--- config.mk ---
export PLATFORM = sky130hd
export DESIGN_NAME = usb_transfer_descriptor_builder_unit_flat
export DESIGN_NICKNAME = d
export VERILOG_FILES = /design/src/hw/rtl/usbtd_pkg.sv /design/src/hw/rtl/usbtd_if.sv /design/src/hw/rtl/usb_transfer_descriptor_builder_unit.sv /design/src/hw/rtl/usbtd_front.sv /design/src/hw/rtl/usbtd_queue.sv /design/src/hw/rtl/usbtd_back.sv /design/src/flat_wrapper.sv
export SDC_FILE = /design/constraint.sdc
export NUM_CORES = 1
export LEC_CHECK = 0
export BUFFER_PORTS_ARGS = -buffer_cell sky130_fd_sc_hd__buf_2
export CAP_MARGIN = 20
export CORE_MARGIN = 1
export CORE_UTILIZATION = 40
export CTS_CLUSTER_SIZE = 25
export DETAILED_ROUTE_END_ITERATION = 12
export PLACE_DENSITY_LB_ADDON = 0.05
export SLEW_MARGIN = 0
export SYNTH_ARGS = -nofsm -noshare
export SYNTH_HDL_FRONTEND = slang
export SYNTH_SLANG_ARGS = --single-unit
--- constraint.sdc ---
create_clock -name clk -period 4.76 [get_ports clk]
set_input_delay 0.238 -clock clk [delete_from_list [all_inputs] [get_ports clk]]
set_output_delay 0.238 -clock clk [all_outputs]
set_load 0.05 [all_outputs]
--- src/hw/rtl/usbtd_pkg.sv ---
package usbtd_pkg;

  // Request kinds as they arrive on the input channel.
  localparam logic [2:0] ActControlSetup = 3'd0;
  localparam logic [2:0] ActControlOut   = 3'd1;
  localparam logic [2:0] ActControlIn    = 3'd2;
  localparam logic [2:0] ActBulkOut      = 3'd3;
  localparam logic [2:0] ActBulkIn       = 3'd4;
  localparam logic [2:0] ActIntrIn       = 3'd5;
  localparam logic [2:0] ActIntrOut      = 3'd6;
  // The spare code; such an item is taken and produces nothing.
  localparam logic [2:0] ActUnused       = 3'd7;

  // Schedule queues.
  localparam logic [1:0] QueueControl = 2'd0;
  localparam logic [1:0] QueueBulk    = 2'd1;
  localparam logic [1:0] QueueIntr    = 2'd2;

  // Result status codes.
  localparam logic [1:0] StatusOk        = 2'd0;
  localparam logic [1:0] StatusTooLong   = 2'd1;
  localparam logic [1:0] StatusNegPeriod = 2'd2;

  // Packet identifiers.
  localparam logic [7:0] PidSetup = 8'h2D;
  localparam logic [7:0] PidOut   = 8'hE1;
  localparam logic [7:0] PidIn    = 8'h69;

  localparam int unsigned TdLimitBytes = 1024;
  localparam int unsigned MaxResults   = 64;

  // Depth of the queue between classifier and sequencer.
  localparam int QDepth = 2;
  localparam int QPtrW  = $clog2(QDepth);

  // One classified request, as handed from the front to the back.
  typedef struct packed {
    logic [1:0]  queue;
    logic [7:0]  pid;
    logic [3:0]  endpoint;
    logic [6:0]  dev_addr;
    logic        toggle;
    logic        retry_en;
    logic [6:0]  slot;
    logic [15:0] length;
    logic [11:0] offset;
    logic [1:0]  status;
    logic        single;
  } cmd_t;

  // Head index of the interrupt tree for a given log2 step.
  function automatic logic [6:0] slot_base(input logic [2:0] idx);
    logic [6:0] s;
    case (idx)
      3'd0:    s = 7'd0;
      3'd1:    s = 7'd64;
      3'd2:    s = 7'd96;
      3'd3:    s = 7'd112;
      3'd4:    s = 7'd120;
      3'd5:    s = 7'd124;
      3'd6:    s = 7'd126;
      default: s = 7'd0;
    endcase
    return s;
  endfunction

endpackage

--- src/hw/rtl/usbtd_if.sv ---
interface usbtd_in_if;
  logic               valid;
  logic               ready;
  logic [2:0]         action;
  logic [11:0]        target;
  logic               data_toggle;
  logic [15:0]        transfer_length;
  logic [11:0]        buffer_offset;
  logic signed [10:0] poll_period;

  modport source (output valid, action, target, data_toggle, transfer_length,
                  buffer_offset, poll_period, input ready);
  modport sink (input valid, action, target, data_toggle, transfer_length,
                buffer_offset, poll_period, output ready);
endinterface

interface usbtd_out_if;
  logic        valid;
  logic        ready;
  logic [31:0] control_word;
  logic [31:0] token_word;
  logic [1:0]  queue_select;
  logic [6:0]  poll_slot;
  logic        needs_bounce;
  logic [1:0]  status;
  logic        last;

  modport source (output valid, control_word, token_word, queue_select, poll_slot,
                  needs_bounce, status, last, input ready);
  modport sink (input valid, control_word, token_word, queue_select, poll_slot,
                needs_bounce, status, last, output ready);
endinterface

--- src/hw/rtl/usb_transfer_descriptor_builder_unit.sv ---
// A request passes through the queue, is loaded into the packet sequencer, and each of
// its descriptors is then written to the output register, one descriptor a cycle while
// the sink does not hold that register. A request yields up to 64 packets.
// The two-entry request queue lets input be taken while the sequencer is busy.
// Reset: synchronous, active low; it empties the queue, idles the sequencer and
// drops the output valid. No storage needs a clearing pass.
module usb_transfer_descriptor_builder_unit #(
  parameter int PAGE_BYTES       = 4096,
  parameter int MAX_PACKET_BYTES = 1024
) (
  input  logic        clk,
  input  logic        rst_n,
  usbtd_in_if.sink    in_ch,
  usbtd_out_if.source out_ch
);

  // The front classifies each item as it arrives: it picks the packet
  // identifier and queue, works out the interrupt poll slot from the period,
  // and decides whether the request is rejected. Unknown actions are taken
  // and dropped without any result.
  usbtd_pkg::cmd_t push_cmd, pop_cmd;
  logic            push, pop, full, empty;

  usbtd_front #(
    .MAX_PACKET_BYTES (MAX_PACKET_BYTES)
  ) u_front (
    .in_ch  (in_ch),
    .q_full (full),
    .q_push (push),
    .q_cmd  (push_cmd)
  );

  // A short queue separates the two halves so that each can stall on its own.
  usbtd_queue u_queue (
    .clk      (clk),
    .rst_n    (rst_n),
    .push     (push),
    .push_cmd (push_cmd),
    .pop      (pop),
    .pop_cmd  (pop_cmd),
    .full     (full),
    .empty    (empty)
  );

  // The back cuts a request into packets, flips the toggle on each one,
  // keeps the running position within the page for the bounce check, and
  // writes each descriptor into an output register, so a result waiting on
  // the sink does not stop the queue from filling.
  usbtd_back #(
    .PAGE_BYTES       (PAGE_BYTES),
    .MAX_PACKET_BYTES (MAX_PACKET_BYTES)
  ) u_back (
    .clk     (clk),
    .rst_n   (rst_n),
    .q_empty (empty),
    .q_cmd   (pop_cmd),
    .q_pop   (pop),
    .out_ch  (out_ch)
  );

endmodule

--- src/hw/rtl/usbtd_front.sv ---
module usbtd_front #(
  parameter int MAX_PACKET_BYTES = 1024
) (
  usbtd_in_if.sink          in_ch,
  input  logic              q_full,
  output logic              q_push,
  output usbtd_pkg::cmd_t   q_cmd
);

  localparam int unsigned BulkLimit = usbtd_pkg::MaxResults * MAX_PACKET_BYTES;

  logic       known;
  logic [9:0] pp;
  logic [8:0] p9;
  logic [3:0] lg;
  logic [2:0] idx;
  logic       too_long;

  assign in_ch.ready = !q_full;
  assign q_push      = in_ch.valid && !q_full && known;

  always_comb begin
    known        = 1'b1;
    q_cmd        = '0;
    q_cmd.pid    = usbtd_pkg::PidIn;
    q_cmd.queue  = usbtd_pkg::QueueControl;
    unique case (in_ch.action)
      usbtd_pkg::ActControlSetup: begin
        q_cmd.pid = usbtd_pkg::PidSetup;
      end
      usbtd_pkg::ActControlOut: begin
        q_cmd.pid = usbtd_pkg::PidOut;
      end
      usbtd_pkg::ActControlIn: begin
        q_cmd.pid = usbtd_pkg::PidIn;
      end
      usbtd_pkg::ActBulkOut: begin
        q_cmd.pid   = usbtd_pkg::PidOut;
        q_cmd.queue = usbtd_pkg::QueueBulk;
      end
      usbtd_pkg::ActBulkIn: begin
        q_cmd.pid   = usbtd_pkg::PidIn;
        q_cmd.queue = usbtd_pkg::QueueBulk;
      end
      usbtd_pkg::ActIntrIn: begin
        q_cmd.pid   = usbtd_pkg::PidIn;
        q_cmd.queue = usbtd_pkg::QueueIntr;
      end
      usbtd_pkg::ActIntrOut: begin
        q_cmd.pid   = usbtd_pkg::PidOut;
        q_cmd.queue = usbtd_pkg::QueueIntr;
      end
      default: begin
        known = 1'b0;
      end
    endcase

    // Period is clamped to 256 and turned into a floor log2.
    pp = in_ch.poll_period[9:0];
    if (pp[9] || (pp[8] && (pp[7:0] != 8'd0))) begin
      p9 = 9'd256;
    end else begin
      p9 = pp[8:0];
    end
    lg = 4'd0;
    for (int i = 0; i < 9; i++) begin
      if (p9[i]) begin
        lg = 4'(i);
      end
    end
    idx = (lg < 4'd2) ? 3'd0 : 3'(lg - 4'd2);

    if (q_cmd.queue == usbtd_pkg::QueueBulk) begin
      too_long = {16'd0, in_ch.transfer_length} > BulkLimit;
    end else begin
      too_long = in_ch.transfer_length > 16'(usbtd_pkg::TdLimitBytes);
    end

    q_cmd.endpoint = in_ch.target[3:0];
    q_cmd.dev_addr = in_ch.target[10:4];
    q_cmd.length   = in_ch.transfer_length;
    q_cmd.offset   = in_ch.buffer_offset;
    q_cmd.single   = q_cmd.queue != usbtd_pkg::QueueBulk;

    if (q_cmd.queue == usbtd_pkg::QueueIntr) begin
      q_cmd.toggle   = 1'b0;
      q_cmd.retry_en = 1'b0;
      q_cmd.slot     = usbtd_pkg::slot_base(idx);
    end else begin
      q_cmd.toggle   = in_ch.data_toggle;
      q_cmd.retry_en = 1'b1;
      q_cmd.slot     = 7'd0;
    end

    // A negative period is checked ahead of the length.
    if (q_cmd.queue == usbtd_pkg::QueueIntr && in_ch.poll_period[10]) begin
      q_cmd.status = usbtd_pkg::StatusNegPeriod;
    end else if (too_long) begin
      q_cmd.status = usbtd_pkg::StatusTooLong;
    end else begin
      q_cmd.status = usbtd_pkg::StatusOk;
    end
  end

endmodule

--- src/hw/rtl/usbtd_queue.sv ---
module usbtd_queue (
  input  logic            clk,
  input  logic            rst_n,
  input  logic            push,
  input  usbtd_pkg::cmd_t push_cmd,
  input  logic            pop,
  output usbtd_pkg::cmd_t pop_cmd,
  output logic            full,
  output logic            empty
);

  usbtd_pkg::cmd_t                   mem_r [usbtd_pkg::QDepth];
  logic [usbtd_pkg::QPtrW-1:0]       wr_ptr_r, rd_ptr_r;
  logic [usbtd_pkg::QPtrW:0]         count_r;

  assign full    = count_r == (usbtd_pkg::QPtrW + 1)'(usbtd_pkg::QDepth);
  assign empty   = count_r == '0;
  assign pop_cmd = mem_r[rd_ptr_r];

  always_ff @(posedge clk) begin
    if (push) begin
      mem_r[wr_ptr_r] <= push_cmd;
    end
  end

  always_ff @(posedge clk) begin
    if (!rst_n) begin
      wr_ptr_r <= '0;
      rd_ptr_r <= '0;
      count_r  <= '0;
    end else begin
      if (push) begin
        wr_ptr_r <= wr_ptr_r + 1'b1;
      end
      if (pop) begin
        rd_ptr_r <= rd_ptr_r + 1'b1;
      end
      if (push && !pop) begin
        count_r <= count_r + 1'b1;
      end else if (pop && !push) begin
        count_r <= count_r - 1'b1;
      end
    end
  end

endmodule

--- src/hw/rtl/usbtd_back.sv ---
module usbtd_back #(
  parameter int PAGE_BYTES       = 4096,
  parameter int MAX_PACKET_BYTES = 1024
) (
  input  logic              clk,
  input  logic              rst_n,
  input  logic              q_empty,
  input  usbtd_pkg::cmd_t   q_cmd,
  output logic              q_pop,
  usbtd_out_if.source       out_ch
);

  localparam int SW = $clog2(PAGE_BYTES) + 1;
  localparam int RW = (SW > 12) ? SW : 12;

  usbtd_pkg::cmd_t cur_r;
  logic            busy_r;
  logic [15:0]     rem_r;
  logic [SW-1:0]   start_r;
  logic            toggle_r;

  logic            out_valid_r;
  logic [31:0]     ctrl_r, tok_r;
  logic [1:0]      queue_r, status_r;
  logic [6:0]      slot_r;
  logic            bounce_r, last_r;

  logic [RW-1:0]   off_m;
  logic [SW-1:0]   start_load;
  logic            fire;
  logic            is_ok, is_last;
  logic [10:0]     len, lm1;
  logic [SW-1:0]   sum, start_nxt;
  logic [31:0]     ctrl_nxt, tok_nxt;

  assign q_pop = !busy_r && !q_empty;
  assign fire  = busy_r && (!out_valid_r || out_ch.ready);

  always_comb begin
    // Start offset folded into the page; at most four pages fit in 12 bits.
    off_m = RW'(q_cmd.offset);
    for (int i = 0; i < 4; i++) begin
      if (off_m >= RW'(PAGE_BYTES)) begin
        off_m = off_m - RW'(PAGE_BYTES);
      end
    end
    start_load = SW'(off_m);

    is_ok   = cur_r.status == usbtd_pkg::StatusOk;
    is_last = cur_r.single || !is_ok || (rem_r <= 16'(MAX_PACKET_BYTES));
    len     = is_last ? rem_r[10:0] : 11'(MAX_PACKET_BYTES);
    lm1     = len - 11'd1;
    sum     = start_r + SW'(len);
    start_nxt = (sum >= SW'(PAGE_BYTES)) ? sum - SW'(PAGE_BYTES) : sum;

    ctrl_nxt = {3'b000, {2{cur_r.retry_en}}, 2'b00, 1'b1, 1'b1, 12'd0, lm1};
    tok_nxt  = {lm1, 1'b0, toggle_r, cur_r.endpoint, cur_r.dev_addr, cur_r.pid};
  end

  always_ff @(posedge clk) begin
    if (!rst_n) begin
      busy_r      <= 1'b0;
      out_valid_r <= 1'b0;
    end else begin
      if (q_pop) begin
        busy_r <= 1'b1;
      end else if (fire && is_last) begin
        busy_r <= 1'b0;
      end
      if (fire) begin
        out_valid_r <= 1'b1;
      end else if (out_ch.ready) begin
        out_valid_r <= 1'b0;
      end
    end
  end

  always_ff @(posedge clk) begin
    if (q_pop) begin
      cur_r    <= q_cmd;
      rem_r    <= q_cmd.length;
      start_r  <= start_load;
      toggle_r <= q_cmd.toggle;
    end else if (fire) begin
      rem_r    <= rem_r - 16'(len);
      start_r  <= start_nxt;
      toggle_r <= !toggle_r;
    end
    if (fire) begin
      ctrl_r   <= is_ok ? ctrl_nxt : 32'd0;
      tok_r    <= is_ok ? tok_nxt : 32'd0;
      queue_r  <= cur_r.queue;
      slot_r   <= is_ok ? cur_r.slot : 7'd0;
      bounce_r <= is_ok && (sum > SW'(PAGE_BYTES));
      status_r <= cur_r.status;
      last_r   <= is_last;
    end
  end

  assign out_ch.valid        = out_valid_r;
  assign out_ch.control_word = ctrl_r;
  assign out_ch.token_word   = tok_r;
  assign out_ch.queue_select = queue_r;
  assign out_ch.poll_slot    = slot_r;
  assign out_ch.needs_bounce = bounce_r;
  assign out_ch.status       = status_r;
  assign out_ch.last         = last_r;

`ifndef SYNTHESIS
  a_reject_single: assert property (@(posedge clk) disable iff (!rst_n)
    out_valid_r && (status_r != usbtd_pkg::StatusOk) |-> last_r && (ctrl_r == 32'd0))
    else $error("rejected request result is not a lone final item");

  a_done_after_last: assert property (@(posedge clk) disable iff (!rst_n)
    fire && is_last |=> !busy_r)
    else $error("sequencer still busy after final descriptor");

  a_slot_intr_only: assert property (@(posedge clk) disable iff (!rst_n)
    out_valid_r && (queue_r != usbtd_pkg::QueueIntr) |-> slot_r == 7'd0)
    else $error("poll slot set outside the interrupt queue");

  a_no_pop_busy: assert property (@(posedge clk) disable iff (!rst_n)
    q_pop |=> busy_r && !q_pop)
    else $error("request taken while another is in progress");
`endif

endmodule

--- src/flat_wrapper.sv ---
// flat-port wrapper written by rule: the top's interface ports become plain ports
module usb_transfer_descriptor_builder_unit_flat 
#(
  parameter int PAGE_BYTES       = 4096,
  parameter int MAX_PACKET_BYTES = 1024
)
  (clk, rst_n, in_ch_valid, in_ch_action, in_ch_target, in_ch_data_toggle, in_ch_transfer_length, in_ch_buffer_offset, in_ch_poll_period, in_ch_ready, out_ch_valid, out_ch_control_word, out_ch_token_word, out_ch_queue_select, out_ch_poll_slot, out_ch_needs_bounce, out_ch_status, out_ch_last, out_ch_ready);
  usbtd_in_if in_ch_i ();
  usbtd_out_if out_ch_i ();
  input  logic clk;
  input  logic rst_n;
  input wire logic [$bits(in_ch_i.valid)-1:0] in_ch_valid;
  input wire logic [$bits(in_ch_i.action)-1:0] in_ch_action;
  input wire logic [$bits(in_ch_i.target)-1:0] in_ch_target;
  input wire logic [$bits(in_ch_i.data_toggle)-1:0] in_ch_data_toggle;
  input wire logic [$bits(in_ch_i.transfer_length)-1:0] in_ch_transfer_length;
  input wire logic [$bits(in_ch_i.buffer_offset)-1:0] in_ch_buffer_offset;
  input wire logic [$bits(in_ch_i.poll_period)-1:0] in_ch_poll_period;
  output wire logic [$bits(in_ch_i.ready)-1:0] in_ch_ready;
  output wire logic [$bits(out_ch_i.valid)-1:0] out_ch_valid;
  output wire logic [$bits(out_ch_i.control_word)-1:0] out_ch_control_word;
  output wire logic [$bits(out_ch_i.token_word)-1:0] out_ch_token_word;
  output wire logic [$bits(out_ch_i.queue_select)-1:0] out_ch_queue_select;
  output wire logic [$bits(out_ch_i.poll_slot)-1:0] out_ch_poll_slot;
  output wire logic [$bits(out_ch_i.needs_bounce)-1:0] out_ch_needs_bounce;
  output wire logic [$bits(out_ch_i.status)-1:0] out_ch_status;
  output wire logic [$bits(out_ch_i.last)-1:0] out_ch_last;
  input wire logic [$bits(out_ch_i.ready)-1:0] out_ch_ready;
  assign in_ch_i.valid = in_ch_valid;
  assign in_ch_i.action = in_ch_action;
  assign in_ch_i.target = in_ch_target;
  assign in_ch_i.data_toggle = in_ch_data_toggle;
  assign in_ch_i.transfer_length = in_ch_transfer_length;
  assign in_ch_i.buffer_offset = in_ch_buffer_offset;
  assign in_ch_i.poll_period = in_ch_poll_period;
  assign in_ch_ready = in_ch_i.ready;
  assign out_ch_valid = out_ch_i.valid;
  assign out_ch_control_word = out_ch_i.control_word;
  assign out_ch_token_word = out_ch_i.token_word;
  assign out_ch_queue_select = out_ch_i.queue_select;
  assign out_ch_poll_slot = out_ch_i.poll_slot;
  assign out_ch_needs_bounce = out_ch_i.needs_bounce;
  assign out_ch_status = out_ch_i.status;
  assign out_ch_last = out_ch_i.last;
  assign out_ch_i.ready = out_ch_ready;
  usb_transfer_descriptor_builder_unit #(.PAGE_BYTES(PAGE_BYTES), .MAX_PACKET_BYTES(MAX_PACKET_BYTES)) u_core (.clk(clk), .rst_n(rst_n), .in_ch(in_ch_i), .out_ch(out_ch_i));
endmodule
Word level (Yosys, flattened, before mapping)
Memories as Yosys holds them, arrays and structs flattened. A register that Yosys moved wholly into a read port is not among the register bits.
Cells that the tools add are included.

storage, ports and cells
  register bits after elaboration = 144
  RAM bits = 122
  output and inout bits = 79
  logic and storage cells = 128
  memories kept = 1

memories
  name                  depth  width  rd ports  clocked after Yosys merged registers in  write ports  RTL line           text
  u_core.u_queue.mem_r  2      61     1         1                                        1            usbtd_queue.sv:12  usbtd_pkg::cmd_t mem_r [usbtd_pkg::QDepth];

operators by class
  $add $sub $neg = 9
  order comparisons = 5
  eq/ne operators = 16
  mux-type cells = 37
  reduce and logical (&&, ||, !) cells = 34

operators with widths
  operator                count
  $pmux 7 s6              1
  $mux 16                 2
  $mux 4                  7
  $mux 25                 1
  $mux 12                 2
  $eq 3x3->1 const B      6
  $mux 9                  2
  $gt 16x11->1 const B    1
  $le 16x11->1 const B    1
  $pmux 8 s2              1
  $sub 16x11->16          1
  $mux 1                  14
  $add 13x11->13          1
  $ge 13x13->1 const B    1
  $gt 13x13->1 const B    1
  $mux 13                 1
  $sub 13x13->13 const B  1
  $eq 3x2->1 const B      4
  $mux 11                 1
  $sub 11x1->11 const B   1
  $logic_and 1x1->1       10
  $logic_not 1->1         8
  $reduce_bool 2->1       4
  $reduce_bool 8->1       1
  18 further kinds        28

Longest topological paths before layout
  word-level depth = 17
  depth in mapped cells = 16

Cells and area by module
A second synthesis with hierarchy kept.

unflattened totals
  cell total of the unflattened synthesis = 738
  area, all modules = 10472.5 um2

by module, submodules not included
  module       instances  cells an instance  area an instance (um2)  seq. area each (um2)
  usbtd_back   1          445                5311.3                  3273.1
  usbtd_queue  1          212                4619.4                  3763.6
  usbtd_front  1          81                 541.8                   0.0

Least setup slack after synthesis
No wires, ideal clock.

  kind = flip-flop to flip-flop
  start point = register u_core.u_queue.count_r[0] in the netlist's numbering
  end point = memory u_core.u_queue.mem_r[0][0] in the netlist's numbering, enable pin
  arrival = 3427 ps
  setup slack = 861 ps
  stages on the path, launching flop included = 4
  period minus slack after synthesis = 3899 ps
  cell sequence = dfxtp_1 -> nand2b_1 -> nand3_1 -> nor2_1

on the way
  word-level cells in the longest chain between the ends = 6

RTL lines
  what                            RTL line            text
  from (decl)                     usbtd_queue.sv:14   logic [usbtd_pkg::QPtrW:0] count_r;
  from (signal assigned)          usbtd_queue.sv:39   count_r <= count_r + 1'b1;
  from (signal assigned)          usbtd_queue.sv:41   count_r <= count_r - 1'b1;
  $eq 2x2->1                      usbtd_queue.sv:16   assign full = count_r == (usbtd_pkg::QPtrW + 1)'(usbtd_pkg::QDepth);
  $logic_not 1->1                 -
  named net in_ch_ready           flat_wrapper.sv:19  output wire logic [$bits(in_ch_i.ready)-1:0] in_ch_ready;
  $logic_and 1x1->1 (2 in a row)  usbtd_front.sv:20   assign q_push = in_ch.valid && !q_full && known;
  $mux 1                          usbtd_queue.sv:21   if (push) begin
  $mux 1 (not written as such)    usbtd_queue.sv:22   mem_r[wr_ptr_r] <= push_cmd;
  to (decl)                       usbtd_queue.sv:12

The timed path passes the listed nets, and every way through them passes these cells.

Worst setup path in the final report
  start point = register u_core.u_back.rem_r[3]
  end point = register u_core.u_back.bounce_r (netlist: u_core.u_back.out_ch.needs_bounce) (data pin)

on the way
  word-level cells in the longest chain between the ends = 6

RTL lines
  what                    RTL line          text
  from (decl)             usbtd_back.sv:18  logic [15:0] rem_r;
  from (signal assigned)  usbtd_back.sv:81  rem_r <= q_cmd.length;
  from (signal assigned)  usbtd_back.sv:85  rem_r <= rem_r - 16'(len);
  $le 16x11->1            usbtd_back.sv:50  is_last = cur_r.single || !is_ok || (rem_r <= 16'(MAX_PACKET_BYTES));
  $logic_or 1x1->1        usbtd_back.sv:50
  $mux 11 *               usbtd_back.sv:51  len = is_last ? rem_r[10:0] : 11'(MAX_PACKET_BYTES);
  $add 13x11->13 *        usbtd_back.sv:53  sum = start_r + SW'(len);
  $gt 13x13->1 *          usbtd_back.sv:94  bounce_r <= is_ok && (sum > SW'(PAGE_BYTES));
  $logic_and 1x1->1 *     usbtd_back.sv:94
  to (signal assigned)    usbtd_back.sv:94
  to (decl)               usbtd_back.sv:26  logic bounce_r, last_r;

Mark *: on every way between the ends. The rest lies on a longest branch, timed or not.
A chain may end at the register's enable or synchronous reset.

==> implementation parameters <==
Parameter                              Value

Outcome
  Run status    complete, no violations

Floorplan
  Starting density of the core    41.1%
  Die X-Extent    155 um
  Height of the die    155 um
  CORE AREA    22,800 um2
  Number of rows created at floorplan    55
  Number of top-level design ports    138
  Die Outline Area    24,000 um2

Logic synthesis
  Mapped Cells    646
  Post-Synth XOR/XNOR Area    2.06%
  Sequential element share of the synthesized area    69.1%
  Post-Synth Adder-Cell Area    2.09%
  Synthesized flop and latch total    218
  Number of distinct standard cells referenced by the synthesized netlist    59
  Synth Cell Area    9360 um2
  Async S/R FF share, synth    0%
  Most used flip-flop cell after synthesis    edfxtp_1
  Portion of netlist area occupied by mux cells    5.94%
  Simple-gate share of the synthesized area    8.61%
  Fraction of the mapped netlist area in compound gates    7.53%
  Dominant combinational cell family by area after synthesis    simple AND/OR/NAND/NOR gates
  Number of enable-type register cells in the synthesized netlist    210
  Ys Warns    0
  Per-instance average area after synthesis    14.5 um2

Setup path
  Cells along the critical path    or4_1 -> o41a_1 -> o21a_4 -> inv_4 -> and2_1 -> ha_1 -> a211oi_1 -> o211ai_1 -> a41oi_1 -> xnor2_1 -> a211oi_1 -> a311oi_1
  Buf/Inv on CP    1
  Critical Path Max Stage Delay    590 ps
  CP Data Arrival Time    4650 ps
  Max stage delay cell, worst path    or4_1
  Crit path capture type    flop
  Cell with the most instances on the worst path    a211oi_1
  CP Class    reg -> reg
  Largest fanout of any net on the critical path    24
  Worst Path Required    5080 ps
  Kind of cell with the highest combined delay on the critical path    compound AO/OA/AOI/OAI gates
  Kind of start point of the critical path    flop

Timing
  Worst Tran Pin Value    973 ps
  Slew Limit Fails    0
  Maximum frequency from static timing analysis    0.231 GHz
  Final worst setup slack    432 ps
  Hold Fails Final Rpt    0
  Worst slew margin relative to its limit    35.1%
  Final Critical Period    4330 ps
  Final worst clock skew    12.3 ps
  Period Utilization, post-route    90.9%
  Final setup violation count    0
  RSZ-0062 raised after global routing    no
  Total negative slack for setup checks    0 ps

Placed design
  Total half-perimeter wirelength after legalization and detailed placement    12,200 um
  PortBufs    114
  Routability cong.    0.890
  Setup Slack @ Placement    547 ps

CTS
  Clk slew on worst S/H paths    60 ps
  Skew-Pair Late Insertion Delay    520 ps
  Clk Tree Root Cell    clkbuf_16
  Clk buf depth    3
  TritonCTS clock tree    built
  Cells resized by post-CTS repair    0
  Count of H-tree levels built during CTS    1
  Clk sinks    218
  TritonCTS Buffers    23

Detailed routing
  Vias post-DR    5,578
  Antenna violation net count after detailed routing    0
  Highest layer used for signal routing    met4
  Wirelength, routed    18,900 um
  WL per Instance    16.7 um
  Routed wl met2    8870 um
  Starting DRT DRC Count    252
  DR WL met3    879 um
  DR pass1 iterations    6
  Wire length the detailed router placed on met1    8770 um
  Drt drc    0
  Via density per instance    4.94

Job
  Number of violations of the max-capacitance limit    0

Final layout
  Most common library cell in the layout ignoring fill and taps    edfxtp_1
  Layout cell share with drive strength beyond 1    24.5%
  Count of inserted antenna diode cells    0
  Post-layout nets    873
  Post-synthesis to final-layout area growth    21.7%
  Commonest cells after routing, fill and taps aside    edfxtp_1, buf_2, dlygate4sd3_1

Global routing
  Total global-route track usage    16.0%
  Pin count of the biggest net entering global routing    43
  Gr ovfl total    0
  Number of antenna violations at the first check in global routing    0
  First-pass GRT wire length    30,000 um
  Number of global-route vias before repair    5,644

Worst hold path
  Min-delay worst type    in -> reg

Power
  Leak pwr    4.16 nW
  Cell area power density    693 nW/um2
  Maximum vdd ir drop    329 uV
synth_stat cells, types with 2 or more instances:
library cell	number	area, um2
a211oi_1	11	82.6
a21boi_0	2	15.0
a21o_1	4	30.0
a21oi_1	28	140
a221oi_1	3	26.3
a31oi_1	3	18.8
and2_1	35	219
and3_1	3	18.8
buf_1	2	7.51
buf_2	3	15.0
buf_4	36	270
clkbuf_1	15	56.3
conb_1	2	7.51
dfxtp_1	8	160
edfxtp_1	210	6310
ha_1	14	175
inv_1	15	56.3
mux2_2	28	315
mux2i_1	24	240
nand2_1	25	93.8
nand2b_1	4	25.0
nand3_1	10	50.1
nor2_1	28	105
nor2b_1	12	75.1
nor3_1	9	45.0
nor4_1	5	31.3
o2111ai_1	2	17.5
o211ai_1	2	15.0
o21a_1	2	15.0
o21ai_0	34	170
o21ai_1	2	10.0
o21bai_1	2	15.0
o22ai_1	3	18.8
o31ai_1	3	22.5
o41a_1	2	22.5
or2_2	3	18.8
or3_1	7	43.8
or4_1	4	30.0
xnor2_1	13	114
xor2_1	9	78.8
metrics by stage:
stage          instance area, um2  utilization [%]  cells  hold slack (ps)  total power [mW]
5_1_grt                     11400             50.0   1129             48.1              8.36
4_1_cts                     11300             49.8   1127             27.7              7.96
2_1_floorplan                9430                -    666              337              5.27
3_3_place_gp                10100             44.4   1045              408              5.91
3_5_place_dp                10100             44.4   1045              407              5.97
6_report                    11400             50.0   1129             58.6              7.89
metal layers:
metal  global-route usage [%]  up-vias
met2                     26.8      175
met4                     4.57        0
li1                         -     2680
met5                        0        -
met1                     21.7     2697
met3                     2.26       26
what timing repair did:
action,CTS,global route
setup buffers,0,0
hold buffers,40,0
hold endpoints to repair,79,0
setup endpoints to repair,0,0
final timing paths:
path / to / cells after the start / from / slack (ps)
worst min register to register: u_core.u_back.out_ch.queue_select[1] / 0 / u_core.u_back.cur_r[60] / 420
worst max-delay path: u_core.u_back.out_ch.needs_bounce / 12 / u_core.u_back.rem_r[3] / 430
worst max register to register: u_core.u_back.out_ch.needs_bounce / 12 / u_core.u_back.rem_r[3] / 430
worst min-delay path: u_core.u_queue.mem_r[1][39] / 2 / in_ch_data_toggle / 60
layout make-up:
class	count	area, um2
Clock buffer	33	664
Timing Repair Buffer	165	1080
Sequential cell	218	6470
Tap cell	313	392
Fill cell	1997	11400
Clock inverter	9	165
Inverter	17	66.3
Multi-Input combinational cell	374	2550
flip-flops by register name, indices dropped and copies added (netlist names), named ones only:
register                           cells
u_core.u_queue.rd_ptr_r                1
u_core.u_back.start_r                 13
u_core.u_queue.mem_r                 112
u_core.u_back.out_ch.last              1
u_core.u_back.toggle_r                 1
u_core.u_back.cur_r                   26
u_core.u_back.ctrl_nxt                 1
u_core.u_back.out_ch.status            2
u_core.u_back.out_ch.token_word       17
u_core.u_back.out_ch.control_word     13
u_core.u_back.out_ch.poll_slot         6
u_core.u_queue.count_r                 2
u_core.u_queue.wr_ptr_r                1
u_core.u_back.out_ch.queue_select      2
u_core.u_back.out_ch.needs_bounce      1
u_core.u_back.out_ch.valid             1
u_core.u_back.rem_r                   16
u_core.u_back.busy_r                   1
cell families (layout without fill, tap and decap cells):
| logic type | after synthesis | count (layout) |
|---|---|---|
| fa+ha+maj | 15 | 15 |
| xor+xnor | 22 | 22 |
| simple gates | 151 | 151 |
| flops | 218 | 218 |
| buf+inv | 74 | 224 |
| mux | 52 | 52 |
| compound gates | 112 | 112 |
| other cells | 2 | 22 |
power breakdown:
group	switching (mW)	internal, mW	total, mW
clock	0.739	1.20	1.94
combinational	1.90	0.955	2.86
sequential	0.245	2.86	3.10
total	2.88	5.01	7.89
Note: power is estimated with default switching activity, not from simulation.
